$ cat src/hw/rtl/binary_trie_address_allocator_core_assert.svh
// Assertion macros shared by the allocator RTL.
// Needs clk_i and rst_ni in the scope where a macro is used.
`ifndef BINARY_TRIE_ADDRESS_ALLOCATOR_CORE_ASSERT_SVH
`define BINARY_TRIE_ADDRESS_ALLOCATOR_CORE_ASSERT_SVH

// The consequent must hold in the same cycle as the antecedent.
`define BTA_ASSERT_SAME(label, ante, cons, msg) \
  label: assert property (@(posedge clk_i) disable iff (!rst_ni) (ante) |-> (cons)) \
    else $error(msg);

// The consequent must hold in the cycle after the antecedent.
`define BTA_ASSERT_NEXT(label, ante, cons, msg) \
  label: assert property (@(posedge clk_i) disable iff (!rst_ni) (ante) |=> (cons)) \
    else $error(msg);

`endif

$ cat src/hw/rtl/bta_pkg.sv
// Shared types and constants of the binary trie address allocator.
// No dependencies; used by the controller, the datapath and the top level.
package bta_pkg;

  // Default size of the address space, in address bits.
  localparam int unsigned AddrBitsDefault = 8;

  // Fixed widths of the result fields.
  localparam int unsigned AddrFieldW = 8;
  localparam int unsigned FreeFieldW = 9;

  // Request kinds on the action input.
  localparam logic ActAlloc   = 1'b0;
  localparam logic ActRelease = 1'b1;

  // Result status codes.
  typedef enum logic [1:0] {
    ST_OK    = 2'd0,
    ST_FULL  = 2'd1,
    ST_DFREE = 2'd2
  } status_e;

  // Ways the current tree node register moves.
  typedef enum logic [2:0] {
    NODE_HOLD,
    NODE_LOAD,
    NODE_UP,
    NODE_SIB,
    NODE_DOWN
  } node_op_e;

  // Which node of the next node's neighborhood is read.
  typedef enum logic [1:0] {
    RD_SELF,
    RD_SIB,
    RD_LEFT
  } rd_sel_e;

  // Controller states.
  typedef enum logic [2:0] {
    S_CLEAR,
    S_IDLE,
    S_LEAF,
    S_CLIMB,
    S_DOWN,
    S_PROP,
    S_REL,
    S_UNMARK
  } state_e;

  // Commands from the controller to the datapath.
  typedef struct packed {
    node_op_e node_op;
    logic     rd_en;
    rd_sel_e  rd_sel;
    logic     wr_en;
    logic     wr_data;
    logic     grant;
    logic     finish;
    status_e  fin_status;
    logic     clear;
  } dp_cmd_t;

  // Status from the datapath to the controller.
  typedef struct packed {
    logic rd_full;
    logic node_root;
    logic node_even;
    logic node_leaf;
    logic child_leaf;
    logic parent_root;
    logic space_full;
    logic clear_last;
  } dp_stat_t;

endpackage

$ cat src/hw/rtl/bta_ctrl.sv
// Controller of the allocator: sequences the tree walk one node per cycle.
// Depends on bta_pkg; drives the datapath through dp_cmd_t.
module bta_ctrl
  import bta_pkg::*;
(
  input  logic     clk_i,
  input  logic     rst_ni,
  input  logic     start_i,
  input  logic     action_i,
  input  dp_stat_t stat_i,
  output dp_cmd_t  cmd_o,
  output logic     busy_o
);

  state_e state_q, state_d;

  // State register.
  always_ff @(posedge clk_i or negedge rst_ni) begin
    if (!rst_ni) begin
      state_q <= S_CLEAR;
    end else begin
      state_q <= state_d;
    end
  end

  // Next state.
  always_comb begin
    state_d = state_q;
    case (state_q)
      S_CLEAR: begin
        if (stat_i.clear_last) state_d = S_IDLE;
      end
      S_IDLE: begin
        if (start_i) begin
          if (action_i == ActRelease) begin
            state_d = S_REL;
          end else if (!stat_i.space_full) begin
            state_d = S_LEAF;
          end
        end
      end
      S_LEAF: begin
        state_d = stat_i.rd_full ? S_CLIMB : S_PROP;
      end
      S_CLIMB: begin
        if (stat_i.node_root) begin
          state_d = S_DOWN;
        end else if (stat_i.node_even && !stat_i.rd_full) begin
          state_d = stat_i.node_leaf ? S_PROP : S_DOWN;
        end
      end
      S_DOWN: begin
        if (stat_i.child_leaf) state_d = S_PROP;
      end
      S_PROP: begin
        if (!stat_i.rd_full || stat_i.parent_root) state_d = S_IDLE;
      end
      S_REL: begin
        state_d = stat_i.rd_full ? S_UNMARK : S_IDLE;
      end
      S_UNMARK: begin
        if (stat_i.parent_root) state_d = S_IDLE;
      end
      default: state_d = S_IDLE;
    endcase
  end

  // Datapath commands for the current state.
  always_comb begin
    cmd_o            = '0;
    cmd_o.node_op    = NODE_HOLD;
    cmd_o.rd_sel     = RD_SELF;
    cmd_o.fin_status = ST_OK;
    case (state_q)
      S_CLEAR: begin
        cmd_o.clear = 1'b1;
      end
      S_IDLE: begin
        // Load the leaf of the request, or report a full space at once.
        if (start_i) begin
          if (action_i == ActAlloc && stat_i.space_full) begin
            cmd_o.finish     = 1'b1;
            cmd_o.fin_status = ST_FULL;
          end else begin
            cmd_o.node_op = NODE_LOAD;
            cmd_o.rd_en   = 1'b1;
          end
        end
      end
      S_LEAF: begin
        // A free preferred leaf is granted right here.
        cmd_o.rd_en  = 1'b1;
        cmd_o.rd_sel = RD_SIB;
        if (!stat_i.rd_full) begin
          cmd_o.wr_en   = 1'b1;
          cmd_o.wr_data = 1'b1;
          cmd_o.grant   = 1'b1;
        end
      end
      S_CLIMB: begin
        // Walk up until a right sibling with a free address turns up.
        cmd_o.rd_en = 1'b1;
        if (stat_i.node_root) begin
          cmd_o.rd_sel = RD_LEFT;
        end else if (stat_i.node_even && !stat_i.rd_full) begin
          cmd_o.node_op = NODE_SIB;
          if (stat_i.node_leaf) begin
            cmd_o.rd_sel  = RD_SIB;
            cmd_o.wr_en   = 1'b1;
            cmd_o.wr_data = 1'b1;
            cmd_o.grant   = 1'b1;
          end else begin
            cmd_o.rd_sel = RD_LEFT;
          end
        end else begin
          cmd_o.node_op = NODE_UP;
          cmd_o.rd_sel  = RD_SIB;
        end
      end
      S_DOWN: begin
        // Descend to the leftmost subtree that is not full.
        cmd_o.node_op = NODE_DOWN;
        cmd_o.rd_en   = 1'b1;
        if (stat_i.child_leaf) begin
          cmd_o.rd_sel  = RD_SIB;
          cmd_o.wr_en   = 1'b1;
          cmd_o.wr_data = 1'b1;
          cmd_o.grant   = 1'b1;
        end else begin
          cmd_o.rd_sel = RD_LEFT;
        end
      end
      S_PROP: begin
        // Mark parents full while the sibling is full as well.
        if (stat_i.rd_full) begin
          cmd_o.node_op = NODE_UP;
          cmd_o.wr_en   = 1'b1;
          cmd_o.wr_data = 1'b1;
          cmd_o.rd_en   = 1'b1;
          cmd_o.rd_sel  = RD_SIB;
          cmd_o.finish  = stat_i.parent_root;
        end else begin
          cmd_o.finish = 1'b1;
        end
      end
      S_REL: begin
        // Free the leaf, or report that it was not allocated.
        if (stat_i.rd_full) begin
          cmd_o.wr_en = 1'b1;
        end else begin
          cmd_o.finish     = 1'b1;
          cmd_o.fin_status = ST_DFREE;
        end
      end
      S_UNMARK: begin
        // Every ancestor of a freed leaf is no longer full.
        cmd_o.node_op = NODE_UP;
        cmd_o.wr_en   = 1'b1;
        cmd_o.finish  = stat_i.parent_root;
      end
      default: ;
    endcase
  end

  assign busy_o = (state_q != S_IDLE);

endmodule

$ cat src/hw/rtl/bta_datapath.sv
// Datapath of the allocator: tree flag memory, node register, counts, result register.
// Depends on bta_pkg and the assertion macro header.
`include "binary_trie_address_allocator_core_assert.svh"

module bta_datapath
  import bta_pkg::*;
#(
  parameter int unsigned AddrBits = AddrBitsDefault
) (
  input  logic                  clk_i,
  input  logic                  rst_ni,
  input  logic                  action_i,
  input  logic [AddrFieldW-1:0] address_i,
  input  dp_cmd_t               cmd_i,
  output dp_stat_t              stat_o,
  output logic                  result_valid_o,
  output logic [1:0]            status_o,
  output logic [AddrFieldW-1:0] granted_address_o,
  output logic [FreeFieldW-1:0] free_count_o,
  output logic                  is_empty_o
);

  localparam int unsigned NodeW = AddrBits + 1;
  localparam int unsigned Depth = 2 ** NodeW;
  localparam logic [NodeW-1:0] Space   = {1'b1, {AddrBits{1'b0}}};
  localparam logic [NodeW-1:0] NodeOne = NodeW'(1);

  // Heap-indexed full flags: node 1 is the root, leaves sit at Space and above.
  logic tree_mem [Depth];
  logic rd_q;

  logic [NodeW-1:0]    n_q, n_d;
  logic [NodeW-1:0]    mem_ra, mem_wa, clr_q;
  logic                mem_we, mem_wd;
  logic [AddrBits-1:0] grant_q;
  logic                action_q;
  logic [NodeW-1:0]    taken_q, taken_d;

  logic                  res_valid_q;
  status_e               res_status_q;
  logic [AddrFieldW-1:0] res_granted_q, res_granted_d;
  logic [FreeFieldW-1:0] res_free_q;
  logic                  res_empty_q;

  // Next tree node.
  always_comb begin
    case (cmd_i.node_op)
      NODE_LOAD: n_d = {1'b1, AddrBits'(address_i)};
      NODE_UP:   n_d = n_q >> 1;
      NODE_SIB:  n_d = n_q | NodeOne;
      NODE_DOWN: n_d = {n_q[AddrBits-1:0], rd_q};
      default:   n_d = n_q;
    endcase
  end

  // Read and write addresses of the flag memory.
  always_comb begin
    case (cmd_i.rd_sel)
      RD_SIB:  mem_ra = n_d ^ NodeOne;
      RD_LEFT: mem_ra = {n_d[AddrBits-1:0], 1'b0};
      default: mem_ra = n_d;
    endcase
    mem_we = cmd_i.wr_en | cmd_i.clear;
    mem_wa = cmd_i.clear ? clr_q : n_d;
    mem_wd = cmd_i.clear ? 1'b0 : cmd_i.wr_data;
  end

  // Flag memory with registered read data.
  always_ff @(posedge clk_i) begin
    if (mem_we) tree_mem[mem_wa] <= mem_wd;
    if (cmd_i.rd_en) rd_q <= tree_mem[mem_ra];
  end

  // Request payload and walk registers.
  always_ff @(posedge clk_i) begin
    n_q <= n_d;
    if (cmd_i.node_op == NODE_LOAD) action_q <= action_i;
    if (cmd_i.grant) grant_q <= n_d[AddrBits-1:0];
  end

  // Allocation count after a finished request.
  always_comb begin
    taken_d = taken_q;
    if (cmd_i.finish && cmd_i.fin_status == ST_OK) begin
      taken_d = (action_q == ActRelease) ? taken_q - NodeOne : taken_q + NodeOne;
    end
    res_granted_d = '0;
    if (cmd_i.fin_status == ST_OK && action_q == ActAlloc) begin
      res_granted_d = AddrFieldW'(grant_q);
    end
  end

  // Clearing sweep counter, allocation count and result strobe.
  always_ff @(posedge clk_i or negedge rst_ni) begin
    if (!rst_ni) begin
      clr_q       <= '0;
      taken_q     <= '0;
      res_valid_q <= 1'b0;
    end else begin
      if (cmd_i.clear) clr_q <= clr_q + NodeOne;
      taken_q     <= taken_d;
      res_valid_q <= cmd_i.finish;
    end
  end

  // Result register.
  always_ff @(posedge clk_i) begin
    if (cmd_i.finish) begin
      res_status_q  <= cmd_i.fin_status;
      res_granted_q <= res_granted_d;
      res_free_q    <= FreeFieldW'(Space - taken_d);
      res_empty_q   <= (taken_d == '0);
    end
  end

  // Status toward the controller.
  always_comb begin
    stat_o.rd_full     = rd_q;
    stat_o.node_root   = (n_q == NodeOne);
    stat_o.node_even   = !n_q[0];
    stat_o.node_leaf   = n_q[AddrBits];
    stat_o.child_leaf  = n_q[AddrBits-1];
    stat_o.parent_root = ((n_q >> 1) == NodeOne);
    stat_o.space_full  = (taken_q == Space);
    stat_o.clear_last  = &clr_q;
  end

  assign result_valid_o    = res_valid_q;
  assign status_o          = res_status_q;
  assign granted_address_o = res_granted_q;
  assign free_count_o      = res_free_q;
  assign is_empty_o        = res_empty_q;

  `BTA_ASSERT_SAME(a_alloc_not_full,
    cmd_i.finish && cmd_i.fin_status == ST_OK && action_q == ActAlloc,
    taken_q != Space, "allocate succeeded on a full space")
  `BTA_ASSERT_SAME(a_release_not_empty,
    cmd_i.finish && cmd_i.fin_status == ST_OK && action_q == ActRelease,
    taken_q != '0, "release succeeded with nothing allocated")
  `BTA_ASSERT_SAME(a_full_only_when_full,
    cmd_i.finish && cmd_i.fin_status == ST_FULL,
    taken_q == Space, "full reported while addresses are free")
  `BTA_ASSERT_NEXT(a_alloc_not_empty,
    cmd_i.finish && cmd_i.fin_status == ST_OK && action_q == ActAlloc,
    !res_empty_q, "empty flag set after a granted allocate")

endmodule

$ cat src/hw/rtl/binary_trie_address_allocator_core.sv
// Top level of the binary trie next-free address allocator.
// Depends on bta_pkg, bta_ctrl and bta_datapath.
//
//   channel   handshake                 payload
//   -------   -----------------------   ----------------------------------------------
//   request   start, busy               action_i, address_i
//   result    result_valid_o (strobe)   status_o, granted_address_o, free_count_o,
//                                       is_empty_o
//
// After reset a clearing pass writes every flag memory entry; busy is high throughout.
// The flag memory has one read and one write port, so a request walks one tree level
// per cycle; an allocate on a full space is reported while idle, without a walk.
// One request is in flight at a time; busy is high until its result is registered.
// The result strobe lasts one cycle and the receiver cannot stall it.
module binary_trie_address_allocator_core
  import bta_pkg::*;
#(
  parameter int unsigned AddrBits = AddrBitsDefault
) (
  input  logic                  clk_i,
  input  logic                  rst_ni,
  input  logic                  start,
  output logic                  busy,
  input  logic                  action_i,
  input  logic [AddrFieldW-1:0] address_i,
  output logic                  result_valid_o,
  output logic [1:0]            status_o,
  output logic [AddrFieldW-1:0] granted_address_o,
  output logic [FreeFieldW-1:0] free_count_o,
  output logic                  is_empty_o
);

  dp_cmd_t  cmd;
  dp_stat_t stat;

  // Walk sequencer.
  bta_ctrl u_ctrl (
    .clk_i    (clk_i),
    .rst_ni   (rst_ni),
    .start_i  (start),
    .action_i (action_i),
    .stat_i   (stat),
    .cmd_o    (cmd),
    .busy_o   (busy)
  );

  // Flag memory, counters and result register.
  bta_datapath #(
    .AddrBits (AddrBits)
  ) u_datapath (
    .clk_i             (clk_i),
    .rst_ni            (rst_ni),
    .action_i          (action_i),
    .address_i         (address_i),
    .cmd_i             (cmd),
    .stat_o            (stat),
    .result_valid_o    (result_valid_o),
    .status_o          (status_o),
    .granted_address_o (granted_address_o),
    .free_count_o      (free_count_o),
    .is_empty_o        (is_empty_o)
  );

endmodule
$ cat config.mk
export PLATFORM = sky130hd
export DESIGN_NAME = binary_trie_address_allocator_core
export DESIGN_NICKNAME = d
export VERILOG_FILES = /design/src/hw/rtl/bta_pkg.sv /design/src/hw/rtl/bta_ctrl.sv /design/src/hw/rtl/bta_datapath.sv /design/src/hw/rtl/binary_trie_address_allocator_core.sv
export VERILOG_INCLUDE_DIRS = /design/src /design/src/hw/rtl
export SDC_FILE = /design/constraint.sdc
export NUM_CORES = 1
export LEC_CHECK = 0
export CAP_MARGIN = 5
export CELL_PAD_IN_SITES_DETAIL_PLACEMENT = 0
export CELL_PAD_IN_SITES_GLOBAL_PLACEMENT = 1
export CORE_MARGIN = 1
export CORE_UTILIZATION = 52
export CTS_CLUSTER_DIAMETER = 80
export DETAILED_ROUTE_END_ITERATION = 16
export DONT_BUFFER_PORTS = 1
export PLACE_DENSITY_LB_ADDON = 0.08
export SYNTH_ARGS = -nofsm -noshare
export SYNTH_HDL_FRONTEND = slang
export SYNTH_HIERARCHICAL = 1
export SYNTH_SLANG_ARGS = --single-unit
$ cat constraint.sdc
create_clock -name clk_i -period 19.9 [get_ports clk_i]
set_clock_uncertainty 0.1 [all_clocks]
set_input_delay 1.99 -clock clk_i [delete_from_list [all_inputs] [get_ports clk_i]]
set_output_delay 1.99 -clock clk_i [all_outputs]
set_load 0.03 [all_outputs]
* Word-level counts from Yosys, hierarchy flattened
Memories as Yosys holds them, arrays and structs flattened. A register that Yosys moved wholly into a read port is not among the register bits.
Cells that the tools add are included.
** Word-level totals
- Register bits after elaboration :: 60
- Bits in writable memories :: 512
- Output and inout bits :: 22
- Memories kept :: 1
** Memory list
- u_datapath.tree_mem :: depth 512, width 1, read ports 1, clocked after memory_dff 1, wr ports 1, RTL line bta_datapath.sv:29 : logic tree_mem [Depth];
** Operators by class
- $add $sub $neg :: 4
- Eq/ne operators :: 24
- Multiplexer cells :: 49
- Bitwise gates (word level) :: 4
- Reductions and logical operators :: 13
** Operators with widths (number)
- $mux 3 :: 19
- $pmux 9 s4 :: 1
- $mux 9 :: 3
- $pmux 3 s8 :: 1
- $add 9x1->9 const B :: 2
- $pmux 9 s2 :: 1
- $eq 3x3->1 const B :: 5
- $pmux 3 s5 :: 1
- $mux 2 :: 7
- $eq 3x2->1 const B :: 4
- $eq 9x1->1 const B :: 1
- $eq 9x9->1 const B :: 1
- $logic_not 9->1 :: 1
- $reduce_and 9->1 :: 1
- $sub 9x1->9 const B :: 1
- $sub 9x9->9 const A :: 1
- $eq 8x1->1 const B :: 1
- $mux 1 :: 8
- $pmux 1 s4 :: 2
- $pmux 2 s4 :: 1
- $mux 7 :: 1
- $reduce_and 7->1 :: 1
- $eq 3x1->1 const B :: 2
- $ne 2x1->1 const B :: 3
- 17 further kinds :: 25

* Longest topological paths before layout
Gate-level depths: netlist of the first run.
- Word-level depth :: 9
- Mapped depth :: 25
- Mapped depth without buffers :: 18

* Cells and area by module
The synthesis of the first run kept the hierarchy.
** By module, submodules not included
- bta_datapath :: times used 1, cells each 2308, area an instance 26171.4 µm², sequential area each 16931.2 µm²
- bta_ctrl :: times used 1, cells each 77, area an instance 478.0 µm², sequential area each 75.1 µm²

* Worst setup path after synthesis of the first run
No wires, ideal clock.
- Path type :: reg2reg
- From :: register u_ctrl.state_q[2]
- To :: memory u_datapath.tree_mem[0], data pin
- Arrival :: 13.925 ns
- Data required time :: 17.101 ns
- Path slack :: 3.176 ns
- Cell stages (with the launch flop) :: 6
- Path buffers :: 0
- Cell sequence :: dfrtp_1 clkinv_1 nor3_1 a32oi_1 a21boi_0 nor2b_1
** RTL lines
- from (decl) :: RTL line bta_ctrl.sv:15 : state_e state_q, state_d;
- from (signal assigned) :: RTL line bta_ctrl.sv:22 : state_q <= state_d;
- to (decl) :: RTL line bta_datapath.sv:29

==> run_summary.xml, run 1 <==
<?xml version="1.0" encoding="UTF-8"?>
<metrics>
  <group name="clock_network">
    <metric name="cts.htree.levels" unit="">2</metric>
    <metric name="cts_repair_resize_count" unit="">0</metric>
    <metric name="cts_root_buffer" unit="">sky130_fd_sc_hd__clkbuf_16</metric>
    <metric name="cts_buffers" unit="">60</metric>
    <metric name="clock_slew_seen_by_the_registers_of_the_worst_setup_and_hold_paths" unit="ns">0.07</metric>
    <metric name="postCtsSetupBuffers" unit="">0</metric>
    <metric name="clock-sinks" unit="">573</metric>
    <metric name="clock_insertion_delay_worst_skew" unit="ns">0.64</metric>
    <metric name="cts_tree" unit="">done</metric>
    <metric name="holdBufCountCts" unit="">0</metric>
    <metric name="clk_path_buf_depth" unit="">3</metric>
  </group>
  <group name="worst_hold_path">
    <metric name="worstHoldEndpoint" unit="">u_datapath/granted_address_o[6]$_SDFFCE_PN0P_</metric>
    <metric name="min_path_type" unit="">reg2reg</metric>
    <metric name="timing.hold.worst_path_depth" unit="">1</metric>
    <metric name="min_from" unit="">u_datapath/grant_q[6]$_DFFE_PP_</metric>
  </group>
  <group name="global_routing">
    <metric name="initial_antenna_violation_count" unit="">0</metric>
    <metric name="pin_count_of_the_biggest_net_entering_global_routing" unit="">332</metric>
    <metric name="gr-total-overflow" unit="">0</metric>
    <metric name="first_global_vias" unit="">18000</metric>
    <metric name="grt_pass1_wl" unit="mm">113</metric>
    <metric name="grt_util_all_layers" unit="%">28.9</metric>
  </group>
  <group name="floorplanning">
    <metric name="dieWidth" unit="um">228</metric>
    <metric name="placementRows" unit="">82</metric>
    <metric name="fp.dieH" unit="um">228</metric>
    <metric name="core_area" unit="um^2">50400</metric>
    <metric name="floorplan.die_area" unit="um^2">52200</metric>
    <metric name="io-pin-count" unit="">34</metric>
    <metric name="start_util" unit="%">52.9</metric>
  </group>
  <group name="route">
    <metric name="drcViolationCount" unit="">0</metric>
    <metric name="count_of_antenna_violating_nets_left_after_detailed_routing" unit="">0</metric>
    <metric name="drt-vias-per-instance" unit="">6.19</metric>
    <metric name="total_length_of_routed_wires" unit="mm">75.4</metric>
    <metric name="drtPass1Iterations" unit="">6</metric>
    <metric name="topRoutingLayerUsed" unit="">met4</metric>
    <metric name="detailroute.wirelength.met3" unit="mm">5.96</metric>
    <metric name="m1WireLength" unit="mm">31.9</metric>
    <metric name="dr_total_vias" unit="">18700</metric>
    <metric name="wl_met2" unit="mm">35.4</metric>
    <metric name="initialDrtViolationCount" unit="">2338</metric>
    <metric name="wl_per_cell" unit="um">24.9</metric>
  </group>
  <group name="synthesis">
    <metric name="synth_top_cell_area_share" unit="%">61.1</metric>
    <metric name="post_synth_num_cell_types" unit="">88</metric>
    <metric name="synthesis.yosys.warnings" unit="">6</metric>
    <metric name="synth.ff_latch_count" unit="">573</metric>
    <metric name="synth.net_count" unit="">2412</metric>
    <metric name="post_synth.cell_area_avg" unit="um^2">11.2</metric>
    <metric name="post_synth_inst_count" unit="">2385</metric>
    <metric name="netlist.top_cell.by_area" unit="">sky130_fd_sc_hd__edfxtp_1</metric>
    <metric name="synth.area.top_cells" unit="">sky130_fd_sc_hd__edfxtp_1 (61%), sky130_fd_sc_hd__nor2_1 (8.0%), sky130_fd_sc_hd__mux2i_1 (4.8%)</metric>
    <metric name="asyncSetResetFlopFracSynth" unit="%">3.84</metric>
    <metric name="synth-seq-area-share" unit="%">63.8</metric>
    <metric name="synth_area" unit="um^2">26600</metric>
    <metric name="synth_edf_count" unit="">542</metric>
    <metric name="synth_ff_type" unit="">sky130_fd_sc_hd__edfxtp_1</metric>
  </group>
  <group name="timing">
    <metric name="max-slew-margin-rel" unit="%">10.9</metric>
    <metric name="fmax" unit="MHz">144</metric>
    <metric name="hold_violation_count_in_the_final_report" unit="">0</metric>
    <metric name="worst_pin_slew" unit="ns">1.34</metric>
    <metric name="post-route-min-period" unit="ns">6.95</metric>
    <metric name="drv_slew" unit="">0</metric>
    <metric name="grt_setup_unrepaired" unit="">false</metric>
    <metric name="finalCritPeriodShare" unit="%">34.9</metric>
    <metric name="setup_failing_eps_final" unit="">0</metric>
    <metric name="fin_tns_setup" unit="ns">0</metric>
  </group>
  <group name="worst_setup_path">
    <metric name="worstReg2RegStart" unit="">u_ctrl/state_q[1]$_DFFE_PN0P_</metric>
    <metric name="ff2ff_path_depth" unit="">18</metric>
    <metric name="worst-endpoint-arrival" unit="ns">7.36</metric>
    <metric name="crit_type" unit="">reg2reg</metric>
    <metric name="required" unit="ns">20.31</metric>
    <metric name="critPathLaunch" unit="">u_ctrl/state_q[1]$_DFFE_PN0P_</metric>
    <metric name="reg2reg_setup_slack" unit="ns">12.95</metric>
    <metric name="cp-end-kind" unit="">flop</metric>
    <metric name="start_kind" unit="">flop</metric>
    <metric name="r2r-end" unit="">u_datapath/rd_q$_DFFE_PP_</metric>
    <metric name="worst-path-max-fanout" unit="">40</metric>
  </group>
  <group name="final_layout">
    <metric name="post_layout_nonfiller_instances" unit="">3028</metric>
    <metric name="flow.area_growth_from_synthesis" unit="%">8.61</metric>
    <metric name="nets" unit="">2331</metric>
    <metric name="drive_above_1_share" unit="%">7.77</metric>
    <metric name="insertedDiodeCount" unit="">0</metric>
  </group>
  <group name="run">
    <metric name="max_cap_viol_count" unit="">0</metric>
  </group>
  <group name="placed_design">
    <metric name="dp_cells" unit="">2914</metric>
    <metric name="port_buffers" unit="">0</metric>
    <metric name="dp_hpwl" unit="mm">42.5</metric>
    <metric name="place_congestion" unit="">0.870</metric>
  </group>
  <group name="outcome">
    <metric name="status" unit="">finished, final reports clean</metric>
  </group>
</metrics>
worst max-delay path by stage:
stage                                  endpoint  cells past startpoint
2_1_floorplan  u_datapath/tree_mem[0]$_DFFE_PP_                      5
3_3_place_gp          u_datapath/rd_q$_DFFE_PP_                     17
3_5_place_dp          u_datapath/rd_q$_DFFE_PP_                     17
4_1_cts               u_datapath/rd_q$_DFFE_PP_                     18
5_1_grt               u_datapath/rd_q$_DFFE_PP_                     18
6_report              u_datapath/rd_q$_DFFE_PP_                     18
Yosys cell counts (all sizes together), types with 10 or more instances:
master,count
nor2,568
edfxtp,542
nand2,320
a21oi,139
mux2i,129
buf,98
clkbuf,85
o22ai,41
o21ai,39
nor4,36
nand3,35
inv,30
dfrtp,22
a22oi,20
xnor2,20
a31oi,18
nor3,16
and2,15
o221ai,15
ha,14
and3,13
mux2,10
nand4,10
cell usage in the layout, fill, tap and decap left out, types with 22 or more instances in the layout:
cell type and instances:
sky130_fd_sc_hd__a21oi_1 139, sky130_fd_sc_hd__buf_4 38, sky130_fd_sc_hd__clkbuf_16 60, sky130_fd_sc_hd__dfrtp_1 22, sky130_fd_sc_hd__edfxtp_1 542, sky130_fd_sc_hd__inv_1 28, sky130_fd_sc_hd__mux2i_1 129, sky130_fd_sc_hd__nand2_1 297
sky130_fd_sc_hd__nand3_1 34, sky130_fd_sc_hd__nor2_1 567, sky130_fd_sc_hd__nor4_1 36, sky130_fd_sc_hd__o21ai_0 29, sky130_fd_sc_hd__o22ai_1 41
kinds of logic (layout without fill, tap and decap cells):
kind of cell | after synthesis | in the layout | share of synthesized area, %
xor+xnor | 24 | 24 | 0.789
compound gates | 352 | 352 | 8.47
buf+inv | 216 | 187 | 3.99
fa+ha+maj | 17 | 17 | 0.812
flops | 573 | 573 | 63.8
mux | 140 | 140 | 5.35
simple gates | 1063 | 1063 | 16.8
per-stage QoR:
stage | cell area [um^2] | hold WS, ns | setup WS, ns | utilization (%)
3_5_place_dp | 27000 | 0.406 | 12.66 | 53.5
2_1_floorplan | 26600 | 0.390 | 3.18 | -
4_1_cts | 28900 | 0.418 | 13.00 | 57.5
5_1_grt | 28900 | 0.441 | 12.52 | 57.5
6_report | 28900 | 0.415 | 12.95 | 57.5
3_3_place_gp | 27000 | 0.411 | 12.67 | 53.5
sequential cells by signal (all words and copies together), names as in the netlist:
| name | cells |
|---|---|
| u_ctrl/state_q | 3 |
| u_datapath/action_q | 1 |
| u_datapath/clr_q | 9 |
| u_datapath/free_count_o | 9 |
| u_datapath/grant_q | 8 |
| u_datapath/granted_address_o | 8 |
| u_datapath/is_empty_o | 1 |
| u_datapath/n_q | 9 |
| u_datapath/rd_q | 1 |
| u_datapath/result_valid_o | 1 |
| u_datapath/status_o | 2 |
| u_datapath/taken_q | 9 |
| u_datapath/tree_mem | 512 |
routing by layer:
| metal | GRT usage [%] | vias up |
|---|---|---|
| met2 | 46.4 | 806 |
| met1 | 40.9 | 9441 |
| met4 | 9.25 | 0 |
| li1 | - | 8355 |
| met3 | 3.97 | 130 |
| met5 | 0 | - |
worst max-delay path, cell delays in order, from the launching register on:
cell                       delay (ns)
sky130_fd_sc_hd__dfrtp_1         0.62
sky130_fd_sc_hd__clkinv_1        0.36
sky130_fd_sc_hd__or4_1           0.59
sky130_fd_sc_hd__o211ai_1        0.10
sky130_fd_sc_hd__and2_1          0.20
sky130_fd_sc_hd__inv_1           0.06
sky130_fd_sc_hd__ha_1            0.59
sky130_fd_sc_hd__or2_2           0.41
sky130_fd_sc_hd__o21ai_1         0.22
sky130_fd_sc_hd__nand2_4         0.56
sky130_fd_sc_hd__buf_4           0.57
sky130_fd_sc_hd__nand2_2         0.48
sky130_fd_sc_hd__buf_4           0.46
sky130_fd_sc_hd__o221ai_1        0.27
sky130_fd_sc_hd__nor3b_1         0.10
sky130_fd_sc_hd__nor4_1          0.34
sky130_fd_sc_hd__nand3_1         0.10
sky130_fd_sc_hd__or4_1           0.50
sky130_fd_sc_hd__nand4_1         0.12
final cells by class:
cell class / instances / area, um^2
clock buffer: 73 / 1550
sequential: 573 / 17000
fill: 4265 / 21400
clock inverter: 41 / 430
multi-input combinational: 1596 / 8670
inverter: 33 / 124
timing repair buffer: 40 / 325
tap: 672 / 841
Power of run 1 is left out: the tool's default activity adds up to more than one toggle a clock period on the data nets, which glitch-free logic cannot reach.
==> run 2: changes to the inputs <==
==> constraint.sdc (replaced) <==
create_clock -name clk_i -period 7 [get_ports clk_i]
set_clock_uncertainty 0.1 [all_clocks]
set_input_delay 0.7 -clock clk_i [delete_from_list [all_inputs] [get_ports clk_i]]
set_output_delay 0.7 -clock clk_i [all_outputs]
set_load 0.03 [all_outputs]
==> run 2 against run 1 <==
Final area rose by 0.61%; wire length rose by 0.90%; worst hold slack got worse by 0.35 ns; count of clock-buffer cells in the layout rose by 6; cell count rose by 0.40%; sequential cell count did not move; maximum frequency rose by 7.6%; sequential share of layout area fell by 0.36 points; via count barely moved; worst setup slack got worse by 12 ns; global-route usage barely moved; critical endpoint unchanged.
==> run_summary.xml, run 2 (synthesis results as in run 1) <==
<?xml version="1.0" encoding="UTF-8"?>
<metrics>
  <group name="worst_setup_path">
    <metric name="ff2ff_path_depth" unit="">16</metric>
    <metric name="worst-endpoint-arrival" unit="ns">6.85</metric>
    <metric name="start_kind" unit="">flop</metric>
    <metric name="cp-end-kind" unit="">flop</metric>
    <metric name="required" unit="ns">7.39</metric>
    <metric name="worstReg2RegStart" unit="">u_ctrl/state_q[2]$_DFFE_PN0P_</metric>
    <metric name="r2r-end" unit="">u_datapath/rd_q$_DFFE_PP_</metric>
    <metric name="reg2reg_setup_slack" unit="ns">0.54</metric>
    <metric name="crit_type" unit="">reg2reg</metric>
    <metric name="worst-path-max-fanout" unit="">36</metric>
  </group>
  <group name="global_routing">
    <metric name="grt_util_all_layers" unit="%">28.9</metric>
    <metric name="use_met1" unit="%">41.3</metric>
    <metric name="grt_pass1_wl" unit="mm">113</metric>
    <metric name="initial_antenna_violation_count" unit="">1</metric>
    <metric name="pin_count_of_the_biggest_net_entering_global_routing" unit="">304</metric>
    <metric name="gr-total-overflow" unit="">0</metric>
    <metric name="grt_util_met2" unit="%">46.8</metric>
    <metric name="global_route.usage.met3" unit="%">3.09</metric>
    <metric name="first_global_vias" unit="">17600</metric>
    <metric name="busiest_metal_layer_after_global_routing" unit="">met2</metric>
  </group>
  <group name="timing">
    <metric name="worst_slack" unit="ns">0.540</metric>
    <metric name="grt_setup_unrepaired" unit="">false</metric>
    <metric name="fmax" unit="MHz">155</metric>
    <metric name="setup_failing_eps_final" unit="">0</metric>
    <metric name="post-route-min-period" unit="ns">6.46</metric>
    <metric name="max-slew-margin-rel" unit="%">15.1</metric>
    <metric name="hold_violation_count_in_the_final_report" unit="">0</metric>
    <metric name="finalCritPeriodShare" unit="%">92.3</metric>
    <metric name="fin_tns_setup" unit="ns">0</metric>
    <metric name="drv_slew" unit="">0</metric>
    <metric name="worst_pin_slew" unit="ns">1.27</metric>
  </group>
  <group name="floorplanning">
    <metric name="floorplan.die_area" unit="um^2">52200</metric>
    <metric name="start_util" unit="%">52.9</metric>
    <metric name="core_area" unit="um^2">50400</metric>
    <metric name="io-pin-count" unit="">34</metric>
    <metric name="fp.dieH" unit="um">228</metric>
    <metric name="placementRows" unit="">82</metric>
    <metric name="dieWidth" unit="um">228</metric>
  </group>
  <group name="outcome">
    <metric name="status" unit="">finished, final reports clean</metric>
  </group>
  <group name="clock_network">
    <metric name="clock_slew_seen_by_the_registers_of_the_worst_setup_and_hold_paths" unit="ns">0.06</metric>
    <metric name="clock-sinks" unit="">573</metric>
    <metric name="cts_buffers" unit="">60</metric>
    <metric name="cts.htree.levels" unit="">2</metric>
    <metric name="clk_path_buf_depth" unit="">3</metric>
    <metric name="clock_insertion_delay_worst_skew" unit="ns">0.63</metric>
    <metric name="postCtsSetupBuffers" unit="">0</metric>
    <metric name="cts_root_buffer" unit="">sky130_fd_sc_hd__clkbuf_16</metric>
    <metric name="cts_tree" unit="">done</metric>
  </group>
  <group name="route">
    <metric name="count_of_antenna_violating_nets_left_after_detailed_routing" unit="">0</metric>
    <metric name="total_length_of_routed_wires" unit="mm">76.1</metric>
    <metric name="drt-vias-per-instance" unit="">6.16</metric>
    <metric name="wl_per_cell" unit="um">25.0</metric>
    <metric name="drtPass1Iterations" unit="">6</metric>
    <metric name="dr_total_vias" unit="">18700</metric>
    <metric name="initialDrtViolationCount" unit="">2385</metric>
    <metric name="drcViolationCount" unit="">0</metric>
  </group>
  <group name="placed_design">
    <metric name="placement.setup.worst_slack" unit="ns">0.747</metric>
    <metric name="dp_hpwl" unit="mm">42.9</metric>
    <metric name="port_buffers" unit="">0</metric>
    <metric name="place_congestion" unit="">0.876</metric>
  </group>
  <group name="final_layout">
    <metric name="multiInputGateArea" unit="um^2">8670</metric>
    <metric name="n_fill_cell" unit="">4290</metric>
    <metric name="drive_above_1_share" unit="%">8.11</metric>
    <metric name="leading_cell_types_in_the_layout_fill_and_taps_excluded" unit="">sky130_fd_sc_hd__nor2_1 (567), sky130_fd_sc_hd__edfxtp_1 (542), sky130_fd_sc_hd__nand2_1 (297)</metric>
    <metric name="top_register" unit="">u_datapath/tree_mem</metric>
    <metric name="final-seq-area" unit="um^2">17000</metric>
    <metric name="nets" unit="">2342</metric>
    <metric name="largest_register_ff_count" unit="">512</metric>
    <metric name="flow.area_growth_from_synthesis" unit="%">9.27</metric>
    <metric name="layout_commonest_cell" unit="">sky130_fd_sc_hd__nor2_1</metric>
  </group>
  <group name="worst_hold_path">
    <metric name="timing.hold.worst_path_depth" unit="">0</metric>
    <metric name="min_from" unit="">action_i</metric>
    <metric name="min_path_type" unit="">in2reg</metric>
    <metric name="worstHoldEndpoint" unit="">u_datapath/action_q$_DFFE_PN_</metric>
  </group>
  <group name="run">
    <metric name="max_cap_viol_count" unit="">0</metric>
  </group>
</metrics>
run 2: repair_timing:
action                                 CTS  global route
gates resized for setup                  0             0
hold buffers                             1             0
endpoints found under the hold margin   22             0
run 2: how the worst max path moves through the flow:
stage                                       endpoint                          start  slack, ns
global placement           u_datapath/rd_q$_DFFE_PP_  u_ctrl/state_q[2]$_DFFE_PN0P_       0.88
global route               u_datapath/rd_q$_DFFE_PP_  u_ctrl/state_q[2]$_DFFE_PN0P_       0.30
floorplan           u_datapath/tree_mem[0]$_DFFE_PP_  u_ctrl/state_q[2]$_DFFE_PN0P_       0.16
CTS                        u_datapath/rd_q$_DFFE_PP_  u_ctrl/state_q[2]$_DFFE_PN0P_       0.71
finish                     u_datapath/rd_q$_DFFE_PP_  u_ctrl/state_q[2]$_DFFE_PN0P_       0.54
detailed placement         u_datapath/rd_q$_DFFE_PP_  u_ctrl/state_q[2]$_DFFE_PN0P_       0.75
run 2: cell type report:
class                   count  share of cell area [%]
diodes                      1                 0.00859
clock buffers              79                    5.47
clock inverters            35                    1.47
inverters                  33                   0.425
multi-input cells        1596                    29.8
flip-flops and latches    573                    58.4
well taps                 672                    2.89
repair buffers             51                    1.58
run 2: metal layers:
layer	part of all wire [%]	vias up
met4	2.6	0
li1	-	8373
met3	7.3	125
met1	43	9497
met2	48	745
met5	0	-
run 2: critical path, stage by stage, from the launching register on:
cell,delay [ns]
sky130_fd_sc_hd__dfrtp_1,0.65
sky130_fd_sc_hd__clkinv_1,0.36
sky130_fd_sc_hd__a21o_1,0.24
sky130_fd_sc_hd__a21oi_1,0.84
sky130_fd_sc_hd__nor3b_4,0.53
sky130_fd_sc_hd__a32o_1,0.19
sky130_fd_sc_hd__a211o_1,0.37
sky130_fd_sc_hd__a22o_1,0.32
sky130_fd_sc_hd__buf_4,0.26
sky130_fd_sc_hd__nand2_2,0.34
sky130_fd_sc_hd__buf_12,0.33
sky130_fd_sc_hd__o221ai_1,0.28
sky130_fd_sc_hd__nor3b_1,0.14
sky130_fd_sc_hd__nor4_1,0.67
sky130_fd_sc_hd__nand3_1,0.14
sky130_fd_sc_hd__or4_1,0.43
sky130_fd_sc_hd__nand4_1,0.12
run 2: stage by stage:
stage	std cells	utilization, %	instance area (um^2)	hold WS (ns)
global route	3039	57.8	29100	0.0482
finish	3040	57.8	29100	0.0662
global placement	2924	53.8	27100	0.305
floorplan	2385	-	26700	0.304
CTS	3039	57.8	29100	0.0389
detailed placement	2924	53.8	27100	0.305
Power of run 2 is left out for the same reason.
